--- config.mk ---
export PLATFORM = sky130hd
export DESIGN_NAME = type_signature_tokenizer
export DESIGN_NICKNAME = d
export VERILOG_FILES = /design/src/rtl/tst_pkg.sv /design/src/rtl/tst_scan.sv /design/src/rtl/tst_fifo.sv /design/src/rtl/type_signature_tokenizer.sv
export SDC_FILE = /design/constraint.sdc
export NUM_CORES = 1
export LEC_CHECK = 0
export BUFFER_PORTS_ARGS = -buffer_cell sky130_fd_sc_hd__buf_2
export CAP_MARGIN = 10
export CORE_MARGIN = 3
export CORE_UTILIZATION = 30
export DETAILED_ROUTE_END_ITERATION = 8
export PLACE_DENSITY_LB_ADDON = 0.3
export REMOVE_ABC_BUFFERS = 1
export SLEW_MARGIN = 30
export SYNTH_ARGS = -nofsm -noshare
export SYNTH_HDL_FRONTEND = slang
export SYNTH_SLANG_ARGS = --single-unit
--- constraint.sdc ---
create_clock -name clk_i -period 10.14 [get_ports clk_i]
set_clock_uncertainty 0.1 [all_clocks]
set_input_delay 1.521 -clock clk_i [delete_from_list [all_inputs] [get_ports clk_i]]
set_output_delay 1.521 -clock clk_i [all_outputs]
set_load 0.005 [all_outputs]
--- src/rtl/tst_pkg.sv ---
// shared types and constants for the type signature tokenizer
package tst_pkg;

  localparam int POSITION_BITS = 16;
  localparam int LINE_BITS     = 16;
  localparam int FIELD_BITS    = 16;
  localparam int KIND_BITS     = 5;
  localparam logic [FIELD_BITS-1:0] FIELD_MAX = '1;

  localparam int FIFO_DEPTH    = 4;
  localparam int FIFO_PTR_BITS = $clog2(FIFO_DEPTH);
  localparam int FIFO_CNT_BITS = $clog2(FIFO_DEPTH + 1);

  typedef enum logic [2:0] {
    MODE_IDLE   = 3'd0,
    MODE_FIRST  = 3'd1,
    MODE_DEC    = 3'd2,
    MODE_HEX    = 3'd3,
    MODE_IDENT  = 3'd4,
    MODE_COLON  = 3'd5,
    MODE_HYPHEN = 3'd6
  } scan_mode_e;

  typedef enum logic [KIND_BITS-1:0] {
    KIND_NUMBER = 5'd0,
    KIND_HEX    = 5'd1,
    KIND_IDENT  = 5'd2,
    KIND_LPAREN = 5'd3,
    KIND_RPAREN = 5'd4,
    KIND_LT     = 5'd5,
    KIND_GT     = 5'd6,
    KIND_COLON  = 5'd7,
    KIND_DCOLON = 5'd8,
    KIND_BTICK  = 5'd9,
    KIND_QUOTE  = 5'd10,
    KIND_DOT    = 5'd11,
    KIND_COMMA  = 5'd12,
    KIND_AMP    = 5'd13,
    KIND_STAR   = 5'd14,
    KIND_ARROW  = 5'd15,
    KIND_HYPHEN = 5'd16,
    KIND_ERROR  = 5'd17,
    KIND_EOF    = 5'd18
  } token_kind_e;

  typedef struct packed {
    token_kind_e           kind;
    logic [FIELD_BITS-1:0] start;
    logic [FIELD_BITS-1:0] length;
    logic [FIELD_BITS-1:0] line;
    logic                  last;
  } token_t;

  // tokens produced by one scanned item, count of valid ones from tok0 up
  typedef struct packed {
    token_t     tok0;
    token_t     tok1;
    logic [1:0] count;
  } scan_res_t;

endpackage

--- src/rtl/tst_scan.sv ---
// scanner state and per-byte token decode
module tst_scan (
  input  logic                clk_i,
  input  logic                rst_ni,
  input  logic                fire_i,
  input  logic [7:0]          byte_i,
  input  logic                eot_i,
  output tst_pkg::scan_res_t  res_o
);

  localparam logic [7:0] CH_SPACE  = 8'h20;
  localparam logic [7:0] CH_TAB    = 8'h09;
  localparam logic [7:0] CH_CR     = 8'h0D;
  localparam logic [7:0] CH_LF     = 8'h0A;
  localparam logic [7:0] CH_X      = 8'h78;
  localparam logic [7:0] CH_COLON  = 8'h3A;
  localparam logic [7:0] CH_HYPHEN = 8'h2D;
  localparam logic [7:0] CH_GT     = 8'h3E;
  localparam logic [7:0] CH_UNDER  = 8'h5F;

  localparam int PB = tst_pkg::POSITION_BITS;
  localparam int LB = tst_pkg::LINE_BITS;
  localparam int FB = tst_pkg::FIELD_BITS;

  function automatic logic is_digit(logic [7:0] b);
    is_digit = (b >= 8'h30) && (b <= 8'h39);
  endfunction

  function automatic logic is_alpha(logic [7:0] b);
    is_alpha = ((b >= 8'h61) && (b <= 8'h7A)) || ((b >= 8'h41) && (b <= 8'h5A));
  endfunction

  function automatic logic is_hex(logic [7:0] b);
    is_hex = is_digit(b) || ((b >= 8'h61) && (b <= 8'h66)) || ((b >= 8'h41) && (b <= 8'h46));
  endfunction

  function automatic logic is_word(logic [7:0] b);
    is_word = is_alpha(b) || is_digit(b) || (b == CH_UNDER);
  endfunction

  function automatic tst_pkg::token_kind_e punct_kind(logic [7:0] b);
    case (b)
      8'h28:   punct_kind = tst_pkg::KIND_LPAREN;
      8'h29:   punct_kind = tst_pkg::KIND_RPAREN;
      8'h3C:   punct_kind = tst_pkg::KIND_LT;
      8'h3E:   punct_kind = tst_pkg::KIND_GT;
      8'h60:   punct_kind = tst_pkg::KIND_BTICK;
      8'h27:   punct_kind = tst_pkg::KIND_QUOTE;
      8'h2E:   punct_kind = tst_pkg::KIND_DOT;
      8'h2C:   punct_kind = tst_pkg::KIND_COMMA;
      8'h26:   punct_kind = tst_pkg::KIND_AMP;
      8'h2A:   punct_kind = tst_pkg::KIND_STAR;
      default: punct_kind = tst_pkg::KIND_ERROR;
    endcase
  endfunction

  function automatic logic [FB-1:0] clamp_field(logic [31:0] v);
    clamp_field = (v > 32'(tst_pkg::FIELD_MAX)) ? tst_pkg::FIELD_MAX : v[FB-1:0];
  endfunction

  tst_pkg::scan_mode_e mode_q, mode_d;
  logic [PB-1:0] pos_q, pos_d;
  logic [PB-1:0] start_q, start_d;
  logic [FB-1:0] len_q, len_d;
  logic [LB-1:0] line_q, line_d;

  // decode of the byte as if scanned between tokens
  logic                idle_skip, idle_nl, idle_emit;
  tst_pkg::scan_mode_e idle_mode;
  tst_pkg::token_kind_e idle_kind;

  // decode against the pending token
  logic                has_pend, ext, pair, term;
  tst_pkg::scan_mode_e ext_mode;
  tst_pkg::token_kind_e pend_kind, pair_kind;

  logic [FB-1:0] pos_f, start_f, line_f;
  logic [1:0]    cnt;

  always_comb begin
    idle_skip = (byte_i == CH_SPACE) || (byte_i == CH_TAB) || (byte_i == CH_CR);
    idle_nl   = (byte_i == CH_LF);
    idle_kind = punct_kind(byte_i);
    if (is_digit(byte_i)) begin
      idle_mode = tst_pkg::MODE_FIRST;
    end else if (is_alpha(byte_i) || (byte_i == CH_UNDER)) begin
      idle_mode = tst_pkg::MODE_IDENT;
    end else if (byte_i == CH_COLON) begin
      idle_mode = tst_pkg::MODE_COLON;
    end else if (byte_i == CH_HYPHEN) begin
      idle_mode = tst_pkg::MODE_HYPHEN;
    end else begin
      idle_mode = tst_pkg::MODE_IDLE;
    end
    idle_emit = !idle_skip && !idle_nl && (idle_mode == tst_pkg::MODE_IDLE);
  end

  always_comb begin
    has_pend  = 1'b1;
    ext       = 1'b0;
    ext_mode  = mode_q;
    pair      = 1'b0;
    pair_kind = tst_pkg::KIND_DCOLON;
    pend_kind = tst_pkg::KIND_NUMBER;
    case (mode_q)
      tst_pkg::MODE_FIRST: begin
        if (byte_i == CH_X) begin
          ext      = 1'b1;
          ext_mode = tst_pkg::MODE_HEX;
        end else if (is_digit(byte_i)) begin
          ext      = 1'b1;
          ext_mode = tst_pkg::MODE_DEC;
        end
      end
      tst_pkg::MODE_DEC: begin
        ext = is_digit(byte_i);
      end
      tst_pkg::MODE_HEX: begin
        pend_kind = tst_pkg::KIND_HEX;
        ext       = is_hex(byte_i);
      end
      tst_pkg::MODE_IDENT: begin
        pend_kind = tst_pkg::KIND_IDENT;
        ext       = is_word(byte_i);
      end
      tst_pkg::MODE_COLON: begin
        pend_kind = tst_pkg::KIND_COLON;
        pair      = (byte_i == CH_COLON);
        pair_kind = tst_pkg::KIND_DCOLON;
      end
      tst_pkg::MODE_HYPHEN: begin
        pend_kind = tst_pkg::KIND_HYPHEN;
        pair      = (byte_i == CH_GT);
        pair_kind = tst_pkg::KIND_ARROW;
      end
      default: begin
        has_pend = 1'b0;
      end
    endcase
    term = has_pend && !ext && !pair;
  end

  // next state
  always_comb begin
    mode_d  = mode_q;
    pos_d   = pos_q;
    start_d = start_q;
    len_d   = len_q;
    line_d  = line_q;
    if (fire_i) begin
      if (eot_i) begin
        mode_d  = tst_pkg::MODE_IDLE;
        pos_d   = '0;
        start_d = '0;
        len_d   = '0;
        line_d  = LB'(1);
      end else begin
        pos_d = (&pos_q) ? pos_q : pos_q + PB'(1);
        if (ext) begin
          mode_d = ext_mode;
          len_d  = (&len_q) ? len_q : len_q + FB'(1);
        end else if (pair) begin
          mode_d = tst_pkg::MODE_IDLE;
        end else begin
          mode_d = idle_mode;
          if (!idle_skip && !idle_nl) begin
            start_d = pos_q;
            len_d   = FB'(1);
          end
          if (idle_nl && !(&line_q)) begin
            line_d = line_q + LB'(1);
          end
        end
      end
    end
  end

  // token outputs
  always_comb begin
    pos_f   = clamp_field(32'(pos_q));
    start_f = clamp_field(32'(start_q));
    line_f  = clamp_field(32'(line_q));
    res_o   = '0;
    cnt     = 2'd0;

    res_o.tok0.kind   = pend_kind;
    res_o.tok0.start  = start_f;
    res_o.tok0.length = len_q;
    res_o.tok0.line   = line_f;
    res_o.tok1.kind   = idle_kind;
    res_o.tok1.start  = pos_f;
    res_o.tok1.length = FB'(1);
    res_o.tok1.line   = line_f;

    if (eot_i) begin
      res_o.tok1.kind   = tst_pkg::KIND_EOF;
      res_o.tok1.length = '0;
      if (has_pend) begin
        cnt = 2'd2;
      end else begin
        res_o.tok0 = res_o.tok1;
        cnt        = 2'd1;
      end
    end else if (pair) begin
      res_o.tok0.kind   = pair_kind;
      res_o.tok0.length = FB'(2);
      cnt               = 2'd1;
    end else if (term) begin
      cnt = idle_emit ? 2'd2 : 2'd1;
    end else if (!ext && idle_emit) begin
      res_o.tok0 = res_o.tok1;
      cnt        = 2'd1;
    end

    res_o.tok0.last = (cnt == 2'd1);
    res_o.tok1.last = 1'b1;
    res_o.count     = fire_i ? cnt : 2'd0;
  end

  always_ff @(posedge clk_i or negedge rst_ni) begin
    if (!rst_ni) begin
      mode_q  <= tst_pkg::MODE_IDLE;
      pos_q   <= '0;
      start_q <= '0;
      len_q   <= '0;
      line_q  <= LB'(1);
    end else begin
      mode_q  <= mode_d;
      pos_q   <= pos_d;
      start_q <= start_d;
      len_q   <= len_d;
      line_q  <= line_d;
    end
  end

endmodule

--- src/rtl/tst_fifo.sv ---
// small token queue taking up to two tokens per cycle, one out per cycle while ready_i is high
module tst_fifo (
  input  logic               clk_i,
  input  logic               rst_ni,
  input  tst_pkg::scan_res_t push_i,
  output logic               room_o,
  output tst_pkg::token_t    tok_o,
  output logic               valid_o,
  input  logic               ready_i
);

  localparam int PW = tst_pkg::FIFO_PTR_BITS;
  localparam int CW = tst_pkg::FIFO_CNT_BITS;

  tst_pkg::token_t mem_q [tst_pkg::FIFO_DEPTH];
  logic [PW-1:0] wr_q, wr_d, rd_q, rd_d;
  logic [CW-1:0] cnt_q, cnt_d;
  logic          pop;

  assign valid_o = (cnt_q != '0);
  assign tok_o   = mem_q[rd_q];
  assign pop     = valid_o && ready_i;
  // room for a full pair of tokens
  assign room_o  = (cnt_q <= CW'(tst_pkg::FIFO_DEPTH - 2));

  always_comb begin
    wr_d  = wr_q + PW'(push_i.count);
    rd_d  = rd_q + PW'(pop);
    cnt_d = cnt_q + CW'(push_i.count) - CW'(pop);
  end

  always_ff @(posedge clk_i) begin
    if (push_i.count != 2'd0) begin
      mem_q[wr_q] <= push_i.tok0;
    end
    if (push_i.count == 2'd2) begin
      mem_q[wr_q + PW'(1)] <= push_i.tok1;
    end
  end

  always_ff @(posedge clk_i or negedge rst_ni) begin
    if (!rst_ni) begin
      wr_q  <= '0;
      rd_q  <= '0;
      cnt_q <= '0;
    end else begin
      wr_q  <= wr_d;
      rd_q  <= rd_d;
      cnt_q <= cnt_d;
    end
  end

endmodule

--- src/rtl/type_signature_tokenizer.sv ---
// Streaming tokenizer for type-signature text: takes one byte per request (tuser set marks
// end of text) and returns tokens as kind, start offset, length and line, tlast on the final
// token a request causes. Requests are taken at one per cycle while the token queue has room
// for a pair of tokens: a byte register feeds the scanner, which decodes it combinationally
// and writes zero, one or two tokens into a four-entry token queue. The output side drains one
// token per cycle while the receiver is ready, so a sustained rate of one byte per cycle holds
// while bytes average at most one token each; a byte that closes a pending token and is itself
// a punctuator yields two tokens. A token passes through the byte register and the token queue
// before it is offered at the output. Offsets, lengths and lines saturate at 65535.
module type_signature_tokenizer (
  input  logic        clk_i,
  input  logic        rst_ni,
  input  logic        s_axis_tvalid_i,
  output logic        s_axis_tready_o,
  input  logic [7:0]  s_axis_tdata_i,  // [7:0] text_byte
  input  logic        s_axis_tuser_i,  // end_of_text
  output logic        m_axis_tvalid_o,
  input  logic        m_axis_tready_i,
  output logic [55:0] m_axis_tdata_o,  // [4:0] token_kind, [20:5] token_start,
                                       // [36:21] token_length, [52:37] token_line, rest zero
  output logic        m_axis_tlast_o   // last_of_item
);

  logic       in_valid_q, in_valid_d;
  logic [7:0] in_byte_q;
  logic       in_eot_q;
  logic       s_acc, fire, room;

  tst_pkg::scan_res_t res;
  tst_pkg::token_t    tok;

  assign fire            = in_valid_q && room;
  assign s_axis_tready_o = !in_valid_q || room;
  assign s_acc           = s_axis_tvalid_i && s_axis_tready_o;
  assign in_valid_d      = s_acc ? 1'b1 : (fire ? 1'b0 : in_valid_q);

  always_ff @(posedge clk_i or negedge rst_ni) begin
    if (!rst_ni) begin
      in_valid_q <= 1'b0;
    end else begin
      in_valid_q <= in_valid_d;
    end
  end

  always_ff @(posedge clk_i) begin
    if (s_acc) begin
      in_byte_q <= s_axis_tdata_i;
      in_eot_q  <= s_axis_tuser_i;
    end
  end

  tst_scan u_scan (
    .clk_i  (clk_i),
    .rst_ni (rst_ni),
    .fire_i (fire),
    .byte_i (in_byte_q),
    .eot_i  (in_eot_q),
    .res_o  (res)
  );

  tst_fifo u_fifo (
    .clk_i   (clk_i),
    .rst_ni  (rst_ni),
    .push_i  (res),
    .room_o  (room),
    .tok_o   (tok),
    .valid_o (m_axis_tvalid_o),
    .ready_i (m_axis_tready_i)
  );

  assign m_axis_tdata_o = {3'b000, tok.line, tok.length, tok.start, tok.kind};
  assign m_axis_tlast_o = tok.last;

endmodule
### Yosys cells after proc, flatten, opt, wreduce, memory -nomap -nowiden

Memories as Yosys holds them, arrays and structs flattened.
Cells that the tools add are included.

* memories kept: 1
* output and inout bits: 59
* input bits: 13
* memory bits (writable): 216
* logic and storage cells: 163
* flip-flop bits (word level): 84

Memories
* u_fifo.mem_q: depth 4, width 54, rd ports 1, clocked after Yosys merged registers in 0, write ports 2, line tst_fifo.sv:15 `tst_pkg::token_t mem_q [tst_pkg::FIFO_DEPTH];`

* $add $sub $neg: 8
* equal/unequal tests: 33
* reduce and logical (&&, ||, !) cells: 45
* mux-type cells: 56
* magnitude comparators: 9

Operator list (count)
* $mux 16: 17
* $mux 54: 4
* $eq 8x6->1 const B: 12
* $pmux 5 s10: 1
* $add 16x1->16 const B: 3
* $reduce_and 16->1: 3
* $mux 3: 11
* $le 8x7->1 const B: 4
* $eq 8x4->1 const B: 3
* $eq 8x7->1 const B: 3
* $pmux 5 s4: 1
* $mux 17: 1
* $ge 8x7->1 const B: 2
* $logic_and 1x1->1: 14
* $mux 2: 6
* $reduce_and 4->1: 3
* $mux 1: 11
* $mux 5: 2
* $eq 3x3->1 const B: 3
* $logic_or 1x1->1: 9
* $ge 8x6->1 const B: 1
* $le 8x6->1 const B: 1
* $reduce_bool 2->1: 4
* $eq 3x2->1 const B: 2
* other kinds (21): 30

### Depth between registers and ports, before layout

* word-level depth: 17
* mapped depth: 16
* depth with buffers taken out: 13

### Cells and area by module

A second synthesis with hierarchy kept.

* cells, all modules: 1175
* area total of the unflattened synthesis: 17053.9 sq um

Modules (own cells, without submodules)
* tst_fifo: instances 1, area an instance 11626.2 sq um, cells each 564, sequential area each 6661.4 sq um
* tst_scan: instances 1, area an instance 5071.1 sq um, cells each 593, sequential area each 1677.9 sq um
* type_signature_tokenizer: instances 1, area an instance 356.6 sq um, cells each 18, sequential area each 295.3 sq um

### Worst setup path after synthesis

No wires, ideal clock.

* path type: register to register
* start: register in_byte_q[4]
* end: memory u_fifo.mem_q[1][10] (netlist name) (enable)
* path buffers: 2
* period minus slack after synthesis: 3.743 ns
* path slack: 6.397 ns
* cell stages (with the launch flop): 10
* setup time: 0.415 ns
* data arrival time: 3.228 ns
* data required time: 9.625 ns
* cell sequence: edfxtp_1 -> or2_1 -> or4_1 -> nand4_1 -> and4_4 -> buf_6 -> a211o_1 -> a21oi_4 -> inv_2 -> clkbuf_1

RTL lines
* from (decl): line type_signature_tokenizer.sv:25 `logic [7:0] in_byte_q;`
* from (signal assigned): line type_signature_tokenizer.sv:47 `in_byte_q <= s_axis_tdata_i;`
* to (decl): line tst_fifo.sv:15

### Worst setup path after layout

* start: register u_fifo.rd_q[0]
* end: output port m_axis_tdata_o[3]

* longest elaborated chain between the ends: 1

RTL lines
* from (decl): line tst_fifo.sv:16 `logic [PW-1:0] wr_q, wr_d, rd_q, rd_d;`
* from (signal assigned): line tst_fifo.sv:48 `rd_q <= rd_d;`
* $mem_v2 4x54
* to (decl): line type_signature_tokenizer.sv:19 `output logic [55:0] m_axis_tdata_o,`

No other way between the ends.

==> qor.txt <==
status: finished, final reports clean
Relative slew margins: 32.6%
Site Rows: 80
most common cell in the synthesized netlist: edfxtp_1
initial DRC count: 670
first-pass GRT wire length: 57,000 um
Sw Pwr: 1.67 mW
register area share after synthesis: 54.4%
Die W: 227 um
max_cap viols: 0
final hold vios: 0
Slew Limit Fails: 0
core area: 48,000 sq um
Yosys reg bits: 300
vias in the first global route: 9,649
share of cells above drive strength 1: 18.7%
CP Max Fanout: 34
WS Path Type: reg -> out
CTS H-tree lvls: 1
Area Overhead vs Synth: 12.3%
reg2reg start: in_byte_q[2]
Cell variety after synth: 92
Worst Hold End: u_fifo.mem_q[1][0]
Worst Slack Setup Final: 5.71 ns
required time of the critical path: 8.52 ns
Max VDD drop: 0.159 mV
ANT cells: 0
Place WS: 5.82 ns
design area: 16,500 sq um
EDFF count, synth: 161
placed cell area: 15,500 sq um
Clk Latency, worst-skew pair: 0.58 ns
RSZ-0062 raised after global routing: false
Leakage Power: 5.93 nW
wire per inst: 19.6 um
average size of a mapped cell: 12.2 sq um
Power per Cell Area: 274 nW/um^2
clock share of power: 25.2%
IO Port Bufs: 68
P_int: 2.84 mW
Reg clk slew, reported paths: 0.06 ns
fmax: 0.226 GHz
reg2reg setup slack: 5.79 ns
Tcrit/Tclk final: 43.7%
Clock Sinks: 300
Worst Hold Launch: u_fifo.mem_q[1][0]
pin count of the biggest net entering global routing: 75
total gr overflow: 0
fill count: 4,751
total number of vias: 9,870
top cell type's share of synthesized area: 32.9%
final core utilization: 34.3%
clock root cell: clkbuf_16
post-CTS setup buffer count: 0
setup TNS: 0 ns
Worst Hold Depth: 1
critical path arrival: 2.81 ns
dpl hpwl: 22,700 um
commonest cells in the netlist: edfxtp_1, nand2_1, a22o_1
Post-Syn Area: 14,700 sq um
initial antenna violation count: 0
area of the multi-input gates: 6170 sq um
leading post-synthesis cells by cell area: edfxtp_1, dfrtp_1, dfxtp_1
switching share of power: 37.0%
Die Y: 227 um
Routed WL: 36,300 um
top_reg_cell synth: edfxtp_1
Sequential Power Share: 40.0%
Critical Path Start Type: register
CTS Buf Count: 31
Mapped Cells: 1,201
Critical Path End Type: output pin
Routed Antenna Nets: 0
cts hold-fix bufs: 0
initial core utilization: 30.6%
R2R depth: 12
drt drc: 0
DRT Pass-1 Iters: 5
cell accounting for the most synthesized area: edfxtp_1
worst slew pin tran: 1.01 ns
CTS tree: built
post-synthesis async set-or-reset flop share: 25.0%
reg-to-reg endpoint: u_fifo.cnt_q[2]
HP Class: reg -> reg
# setup viols final: 0
Die ar.: 51,700 sq um
CTS Buffer Depth: 3
placer congestion estimate: 0.830
Yosys warnings: 0
Final nets: 1,238
I/O pin cnt: 72
Sequential Area: 8000 sq um
via/cell ratio: 5.32
fin crit period: 4.43 ns
Pwr Total: 4.51 mW
# resized after CTS: 0
Gate power share: 34.8%
All-Layer GR Usage: 14.1%
[state kept, by name, summed over array words and instances (netlist names)]
signal and cells:
u_fifo.wr_q 2, u_fifo.rd_q 2, u_fifo.mem_q 216, u_scan.line_f 16, u_scan.len_q 16, u_scan.pos_f 16, in_eot_q 1, u_scan.mode_q 3
u_fifo.cnt_q 3, in_byte_q 8, u_scan.start_f 16, in_valid_q 1
[cells by family (layout without fill, tap and decap cells)]
logic type / Yosys count / count (layout) / synth area share, %
flip-flops: 300 / 300 / 54.4
buffers and inverters: 124 / 162 / 3.93
XOR/XNOR: 35 / 35 / 2.09
AO/OA/AOI/OAI: 301 / 301 / 16.1
other: 1 / 3 / 0.0255
adder cells (fa/ha/maj): 9 / 9 / 0.817
AND/OR/NAND/NOR: 371 / 371 / 13.9
multiplexers: 60 / 60 / 8.71
[layer usage]
metal | part of all wire, % | vias up | global-route usage [%]
met3 | 4.5 | 54 | 2.45
met4 | 2.1 | 0 | 3.44
met1 | 46 | 4960 | 19.6
met2 | 47 | 217 | 23.0
li1 | - | 4639 | -
met5 | 0 | - | 0
[layout by cell type (no fill, tap or decap), drive strengths merged, types with 15 or more instances in the layout]
cell type,count
nand2,85
a22o,83
edfxtp,161
clkbuf,48
xor2,18
o21ai,52
inv,22
a32o,43
nand3,34
mux4,54
nor2,74
nor2b,21
and2,50
xnor2,17
dfxtp,64
buf,84
nor3,19
dfrtp,74
a21oi,38
and3,15
[cell type report]
class,count,area share [%]
sequential,300,48.5
clock inverter,10,0.531
multi-input combinational,779,37.4
inverter,20,0.455
clock buffer,48,5.64
timing repair buffer,84,2.85
tap,615,4.66
[worst max-delay path: stages, from the launching register on]
cell and delay, ns:
dfrtp_4 0.72, buf_4 0.66, mux4_2 0.66, buf_2 0.16
[power groups by stage]
stage | clock (mW) | sequential, mW | combinational, mW
after floorplan | 0 | 1.83 | 0.941
after global placement | 0 | 1.82 | 1.59
after detailed placement | 0 | 1.83 | 1.60
after CTS | 1.17 | 1.81 | 1.61
after global routing | 1.22 | 1.85 | 1.73
final | 1.14 | 1.81 | 1.57
[how the worst max path moves through the flow]
stage                    from                  end  slack, ns  depth (start not counted)
3_5_place_dp     in_byte_q[4]  u_fifo.mem_q[2][11]       5.82                          9
2_1_floorplan  u_fifo.rd_q[0]    m_axis_tdata_o[0]       5.89                          1
6_report       u_fifo.rd_q[0]    m_axis_tdata_o[3]       5.71                          3
3_3_place_gp     in_byte_q[4]   u_fifo.mem_q[2][2]       5.86                          9
5_1_grt          in_byte_q[3]      u_fifo.cnt_q[2]       5.50                         12
4_1_cts        u_fifo.rd_q[0]   m_axis_tdata_o[50]       5.61                          3
[stage by stage]
| stage | hold slack, ns | std cells |
|---|---|---|
| 2_1_floorplan | 0.335 | 1099 |
| 3_3_place_gp | 0.345 | 1798 |
| 5_1_grt | 0.371 | 1856 |
| 4_1_cts | 0.363 | 1856 |
| 6_report | 0.361 | 1856 |
| 3_5_place_dp | 0.349 | 1798 |
Note: power is estimated with default switching activity, not from simulation.
